### src/rtl/cct_pkg.sv
// ----------------------------------------------------------------------------
// cct_pkg: shared types and constants
// Payload structs, register indexes, reset values and divider sizing for the
// columnar transposition cipher.
// ----------------------------------------------------------------------------
package cct_pkg;

  localparam int POS_W       = 10;
  localparam int CHAR_W      = 8;
  localparam int COUNT_W     = 4;
  localparam int LEN_W       = 10;
  localparam int KEY_W       = 24;
  localparam int KEY_ENTRIES = 8;
  localparam int KEY_ENT_W   = 3;
  localparam int MAX_COLUMNS = 8;
  localparam int CALC_W      = 14;

  // Shared divider: two quotient bits per cycle
  localparam int DIV_W      = 10;
  localparam int DIV_DIGITS = 2;
  localparam int DIV_ITER   = DIV_W / DIV_DIGITS;
  localparam int DIV_CNT_W  = $clog2(DIV_ITER);

  localparam int REG_IDX_W = 2;

  localparam logic [REG_IDX_W-1:0] REG_COLUMN_COUNT    = 2'd0;
  localparam logic [REG_IDX_W-1:0] REG_COLUMN_LENGTH   = 2'd1;
  localparam logic [REG_IDX_W-1:0] REG_KEY_PERMUTATION = 2'd2;
  localparam logic [REG_IDX_W-1:0] REG_ENCRYPT_MODE    = 2'd3;

  localparam logic [COUNT_W-1:0] COLUMN_COUNT_RST  = 4'd2;
  localparam logic [LEN_W-1:0]   COLUMN_LENGTH_RST = 10'd1;
  localparam logic [KEY_W-1:0]   KEY_RST           = 24'hFAC688;

  localparam logic FUNC_WRITE = 1'b0;
  localparam logic FUNC_READ  = 1'b1;

  typedef struct packed {
    logic              func;
    logic [POS_W-1:0]  position;
    logic [CHAR_W-1:0] char_in;
  } cct_in_t;

  typedef struct packed {
    logic [CHAR_W-1:0] char_out;
    logic              out_of_range;
  } cct_out_t;

  typedef struct packed {
    logic [REG_IDX_W-1:0] reg_index;
    logic [KEY_W-1:0]     reg_data;
  } cct_cfg_t;

endpackage

### src/rtl/cct_divider.sv
// ----------------------------------------------------------------------------
// cct_divider: iterative restoring divider
// Produces DIV_DIGITS quotient bits per cycle; result holds until next start.
// ----------------------------------------------------------------------------
module cct_divider (
  input  logic                      clk_i,
  input  logic                      rst_ni,
  input  logic                      start_i,
  input  logic [cct_pkg::DIV_W-1:0] dividend_i,
  input  logic [cct_pkg::DIV_W-1:0] divisor_i,
  output logic                      done_o,
  output logic [cct_pkg::DIV_W-1:0] quotient_o,
  output logic [cct_pkg::DIV_W-1:0] remainder_o
);
  import cct_pkg::*;

  logic                 busy_q, busy_d;
  logic [DIV_CNT_W-1:0] cnt_q, cnt_d;
  logic [DIV_W-1:0]     rem_q, rem_d;
  logic [DIV_W-1:0]     quo_q, quo_d;
  logic [DIV_W-1:0]     divisor_q;
  logic [DIV_W-1:0]     step_rem;
  logic [DIV_W-1:0]     step_quo;
  logic                 last;

  assign last = (cnt_q == DIV_CNT_W'(DIV_ITER - 1));

  // Shift the dividend out MSB first while quotient bits shift in below
  always_comb begin
    logic [DIV_W:0] trial;
    step_rem = rem_q;
    step_quo = quo_q;
    for (int k = 0; k < DIV_DIGITS; k++) begin
      trial    = {step_rem, step_quo[DIV_W-1]};
      step_quo = {step_quo[DIV_W-2:0], 1'b0};
      if (trial >= {1'b0, divisor_q}) begin
        trial       = trial - {1'b0, divisor_q};
        step_quo[0] = 1'b1;
      end
      step_rem = trial[DIV_W-1:0];
    end
  end

  always_comb begin
    busy_d = busy_q;
    cnt_d  = cnt_q;
    rem_d  = rem_q;
    quo_d  = quo_q;
    if (start_i) begin
      busy_d = 1'b1;
      cnt_d  = '0;
      rem_d  = '0;
      quo_d  = dividend_i;
    end else if (busy_q) begin
      rem_d = step_rem;
      quo_d = step_quo;
      cnt_d = cnt_q + 1'b1;
      if (last) begin
        busy_d = 1'b0;
      end
    end
  end

  always_ff @(posedge clk_i or negedge rst_ni) begin
    if (!rst_ni) begin
      busy_q <= 1'b0;
      cnt_q  <= '0;
    end else begin
      busy_q <= busy_d;
      cnt_q  <= cnt_d;
    end
  end

  always_ff @(posedge clk_i) begin
    rem_q <= rem_d;
    quo_q <= quo_d;
    if (start_i) begin
      divisor_q <= divisor_i;
    end
  end

  assign done_o      = busy_q && last;
  assign quotient_o  = quo_q;
  assign remainder_o = rem_q;

endmodule

### config.mk
export PLATFORM = sky130hd
export DESIGN_NAME = cct_divider
export DESIGN_NICKNAME = d
export VERILOG_FILES = /design/src/rtl/cct_pkg.sv /design/src/rtl/cct_divider.sv
export SDC_FILE = /design/constraint.sdc
export NUM_CORES = 1
export LEC_CHECK = 0
export BUFFER_PORTS_ARGS = -buffer_cell sky130_fd_sc_hd__buf_2
export CORE_ASPECT_RATIO = 1.25
export CORE_MARGIN = 4
export CORE_UTILIZATION = 45
export CTS_BUF_LIST = sky130_fd_sc_hd__clkbuf_8
export CTS_CLUSTER_DIAMETER = 80
export CTS_CLUSTER_SIZE = 20
export DETAILED_ROUTE_END_ITERATION = 8
export PLACE_DENSITY_LB_ADDON = 0.2
export SYNTH_ARGS = -nofsm -noshare
export SYNTH_HDL_FRONTEND = slang
export SYNTH_SLANG_ARGS = --single-unit
export TNS_END_PERCENT = 10
### constraint.sdc
create_clock -name clk_i -period 4.2 [get_ports clk_i]
set_input_delay 0.84 -clock clk_i [delete_from_list [all_inputs] [get_ports clk_i]]
set_output_delay 0.84 -clock clk_i [all_outputs]
set_load 0.02 [all_outputs]
======== Yosys cells after proc, flatten, opt, wreduce, memory -nomap -nowiden ========
Index checks and enable logic that the tools add are counted.
word-level totals
  word-level logic and storage cells ...... 24
  flip-flop bits (word level) ............. 34
  bits of input ports ..................... 23
  output and inout port bits .............. 21
operators by class
  order comparisons ....................... 2
  eq/ne operators ......................... 1
  multiplexer cells ....................... 11
  reductions and logical operators ........ 2
  add/subtract/negate cells ............... 3
operators with widths
  cell                                          count
  two-way mux 10 bit                            4
  greater-or-equal comparator 11 x 10 -> 1 bit  2
  subtractor 10 bit                             2
  two-way mux 3 bit                             2
  two-way mux 1 bit                             5
  adder 3 x 1 -> 3 bit (second input constant)  1
  equality test 3 bit (second input constant)   1
  nonzero test 2 bit                            1
  logical AND 1 bit                             1

======== Depth between registers and ports, before layout ========
  depth in word-level cells ............... 6
  gate-level depth with buffers ........... 18
  mapped depth without buffers ............ 17

======== Least setup slack after synthesis ========
OpenSTA, ideal clock, no wires.
  path kind ............................... register -> register
  from .................................... register quo_q[9], in the netlist quotient_o[9]
  to ...................................... register quo_q[0], in the netlist quotient_o[0], data pin
  setup slack ............................. 0.276 ns
  data required time ...................... 3.940 ns
  data arrival time ....................... 3.664 ns
  buffers on the path ..................... 1
  cell stages (with the launch flop) ...... 19
  library setup time ...................... 0.260 ns
  period minus slack after synthesis ...... 3.924 ns
  path through ............................ edfxtp_1 inv_1 ha_1 inv_1 fa_1 a211oi_1 o21bai_1 a21oi_1 xor2_1 a21oi_1 or2_2 ha_1 nand4_1 nor2_1 a31oi_1 o31a_1 buf_6 nand2_2 mux2_2
between the ends
  word-level cells in the longest chain between the ends .. 6
  elaborated cells between the ends (all ways) .. 7
  classes of those cells .................. 1 x add/sub; 2 x order compare; 4 x mux
RTL lines
  what                                                                               RTL line                              RTL
  start: declaration                                                                 cct_divider.sv:20                     logic [DIV_W-1:0] quo_q, quo_d;
  start signal: assignment                                                           cct_divider.sv:76                     quo_q <= quo_d;
  subtractor 10 bit or greater-or-equal comparator 11 x 10 -> 1 bit (tied branches)  cct_divider.sv:37, cct_divider.sv:36
  two-way mux 10 bit *                                                               cct_divider.sv:36                     if (trial >= {1'b0, divisor_q}) begin
  greater-or-equal comparator 11 x 10 -> 1 bit *                                     cct_divider.sv:36
  two-way mux 1 bit *                                                                cct_divider.sv:36
  two-way mux 10 bit *                                                               cct_divider.sv:54                     end else if (busy_q) begin
  two-way mux 10 bit *                                                               cct_divider.sv:49                     if (start_i) begin
  net quo_d[0]                                                                       cct_divider.sv:20
The timed path passes the listed nets; every way through them passes the cells marked *. The select of a mux whose other input is x is not followed.
A chain may end at the register's enable or synchronous reset.

======== Final worst setup path ========
  from .................................... register divisor_q[6]
  to ...................................... register rem_q[8], in the netlist remainder_o[8]
between the ends
  word-level cells in the longest chain between the ends .. 4
  elaborated cells between the ends (all ways) .. 6
  classes of those cells .................. 2 x add/sub; 2 x order compare; 2 x mux
RTL lines
  what                                                                               RTL line                              RTL
  start: declaration                                                                 cct_divider.sv:21                     logic [DIV_W-1:0] divisor_q;
  start signal: assignment                                                           cct_divider.sv:78                     divisor_q <= divisor_i;
  subtractor 10 bit or greater-or-equal comparator 11 x 10 -> 1 bit (tied branches)  cct_divider.sv:37, cct_divider.sv:36
  two-way mux 10 bit                                                                 cct_divider.sv:36
  subtractor 10 bit or greater-or-equal comparator 11 x 10 -> 1 bit (tied branches)  cct_divider.sv:37, cct_divider.sv:36
  two-way mux 10 bit *                                                               cct_divider.sv:36
  end signal: assignment                                                             cct_divider.sv:75                     rem_q <= rem_d;
  end: declaration                                                                   cct_divider.sv:19                     logic [DIV_W-1:0] rem_q, rem_d;
Mark *: on every way between the ends. The rest lies on a longest branch, timed or not.

==> metrics.txt <==
# clock sinks=34; MaxCap Viol Count=0; WS Path Type=flop to flop; CTS root buf=clkbuf_8; max incr delay on CP=0.47 ns; library cells used by synthesis=58; Worst-Margin Slew=0.762 ns; endpoints failing setup=0; TritonCTS Buffers=5; worst path required time=4.40 ns; Crit Path Max Fanout=8; WL/cell=16.8 um; first-pass GRT wire length=10.5 mm; clk_lat worst skew=a little under 0.3 ns; Worst Path Arrival=4.17 ns; Die Ht=92.1 um; FF-to-FF path depth=16; Layout area overhead=16.2%; post-route clock period utilization=94.6%; dpl cells=367; initial core utilization=a little under half; register area share after synthesis=35.4%; FF+latch count, synth=34; Boundary Pins=44; die area=0.00693 mm2; Crit. End Element=flop; crit start category=flop; HPWL after detailed placement=between 5 and 6 mm; EDFF count, synth=20; multiplexer area fraction after synthesis=between 5 and 6%; fin crit period=3.97 ns; Core Area=0.00544 mm2; run status=finished clean; yosys warns=0; # DRC=0; Final Instance Count excl. Fillers=376; RD Place Congestion=0.886; most common cell after layout, fill and taps aside=buf_2; pre-CTS setup slack=0.0865 ns; layout cell share with drive strength beyond 1=27.2%; GRT Total Usage=19.6%; row count=30; routed wire length=around 6.3 mm; Async SR Flop Fraction=11.8%; GR Overflow Total=0; htree depth=2; drt pass-1 iters=4; DRT antenna net count=0; simple-gate share of the synthesized area=13.0%; compound-gate portion of the synthesized area=24.6%; area leader, netlist=edfxtp_1; commonest cells after routing, fill and taps aside=buf_2, inv_1, ha_1; DRT iter0 DRCs=132; initial antenna violation count=0; xor/xnor cell area share of the yosys netlist=4.13%; Worst Skew=0.0119 ns; prevailing post-synth register cell=edfxtp_1; Via density=roughly 5.7; CTS tree=yes; Worst setup endpoint=remainder_o[8]; adder-cell share of the synthesized area=12.4%; largest net degree at the start of global routing=28; Post-Synthesis Cells=roughly 260; Hold Vio Cnt, Final=0; cell leakage power=1.29 nW; fillers=495; Hold WC Path Type=input pin to async pin; nets=around 360; achievable clock frequency=about 250 MHz; Rel. slew slack=49.1%; FF-to-FF Start=divisor_q[6]; n_diodes=0; vias in the first global route=~2.3k; crit-path cells=inv_1 > ha_1 > a21o_1 > a211oi_2 > nor2_1 > a21o_4 > o21ai_0 > nand2_1 > ha_1 > nor2b_1 > o21ai_1 > a21oi_1 > a2111oi_0 > xnor2_1 > o211ai_1 > o211ai_1; largest family of logic cells by synthesized area=compound AO/OA/AOI/OAI gates; crit path from=divisor_q[6]; slowest CP cell=a2111oi_0; top post-synthesis cells by area=edfxtp_1, ha_1, dfxtp_1; max-slew violation count=0; synthesized cell area=roughly 0.0025 mm2; Longest Clk Path Bufs=2; R2R Setup Slk=between 0.2 and 0.25 ns; Final WS setup=0.226 ns; Avg Synthesized Cell Area=9.71 um2; pwr/cell area=755 mW/mm2; Port Buffers=43; vias post-DR=2160; share of the synthesized area in the top cell type=23.6%; Max VDD drop=about 0.35 mV; worst reg2reg endpoint=remainder_o[8]; net count after synthesis=309; Clock Pin Slew Worst Setup and Hold Paths=~0.060 ns; Die Wd=75.2 um
==> per-stage QoR <==
step                      cell area, um2  total power [mW]   TNS, ns  hold slack (ns)  utilization [%]
final                               2960              2.23         0            0.350             54.3
after global routing                2960              2.42  -0.00145            0.341             54.3
after CTS                           2920              2.21         0            0.344             53.7
after detailed placement            2840              1.97         0            0.520             52.2
after global placement              2840              1.98         0            0.504             52.2
after floorplan                     2540              1.61         0            0.513                -
==> what timing repair did <==
action,4_1_cts,5_1_grt
hold buffers,0,0
resized for setup,0,5
endpoints found under the setup margin,0,11
setup buffers,0,1
==> where the power goes <==
group | leakage, nW | switching [mW] | total (mW) | internal (mW)
clock | 0.0468 | 0.117 | 0.229 | 0.111
sequential | 0.336 | 0.0595 | 0.499 | 0.440
combinational | 0.909 | 0.871 | 1.50 | 0.632
total | 1.29 | 1.05 | 2.23 | 1.18
==> worst min path at each step <==
stage	startpoint	to	slack, ns	cells after the start
2_1_floorplan	cnt_q[1]	cnt_q[1]	0.51	2
3_3_place_gp	remainder_o[5]	remainder_o[5]	0.50	2
3_5_place_dp	remainder_o[5]	remainder_o[5]	0.52	2
4_1_cts	rst_ni	busy_q	0.34	1
5_1_grt	rst_ni	busy_q	0.34	1
6_report	rst_ni	cnt_q[0]	0.35	1
==> cells in the mapped netlist, types with 3 or more instances <==
cell type  instances
a21o_1             6
nor3_1             6
xor2_1             5
edfxtp_1          20
dfrtp_1            4
or2_2              4
and3_1             3
nor2b_1            3
dfxtp_1           10
o21ai_0           12
o211ai_1           9
o21a_1             8
a21oi_1           17
nand4_1            4
nand3_1            3
nor2_1            19
nand2_1           15
o2111ai_1          7
clkbuf_1           4
ha_1              22
inv_1             21
mux2_2            10
xnor2_1            7
==> worst max-delay path, delay by kind of cell, from the launching register on <==
kind                       cells  cell delay, ns
and+or+nand+nor                3            0.41
xor gates and xnor gates       1            0.21
adders and majority gates      2            0.66
DFF                            1            0.37
buffers and inverters          1            0.10
AOI/OAI and AO/OA              9            2.13
==> area by class of cell <==
type / instances / area, um2 / area share, %
Multi-Input combinational cell: 199 / 1550 / 52.3
Tap cell: 64 / 80.1 / 2.71
Clock buffer: 5 / 68.8 / 2.33
Clock inverter: 3 / 12.5 / 0.423
Sequential cell: 34 / 901 / 30.5
Timing Repair Buffer: 50 / 268 / 9.06
Inverter: 21 / 78.8 / 2.67
==> layer usage <==
layer  GRT usage (%)  wire length [um]
met5               0                 0
met4            8.16               167
met3            3.29               290
met2            32.7              3170
met1            24.4              2710
==> cells by family (layout without fill, tap and decap cells) <==
logic type	after synthesis	count (layout)
xor gates and xnor gates	12	12
DFF	34	34
adders and majority gates	24	24
muxes	13	13
buffers and inverters	29	79
AOI/OAI and AO/OA	83	83
and+or+nand+nor	67	67
==> registers in the layout, indices dropped and copies added, names as in the netlist <==
register     count
divisor_q       10
cnt_q            3
remainder_o     10
busy_q           1
quotient_o      10
Note: power is estimated with default switching activity, not from simulation.
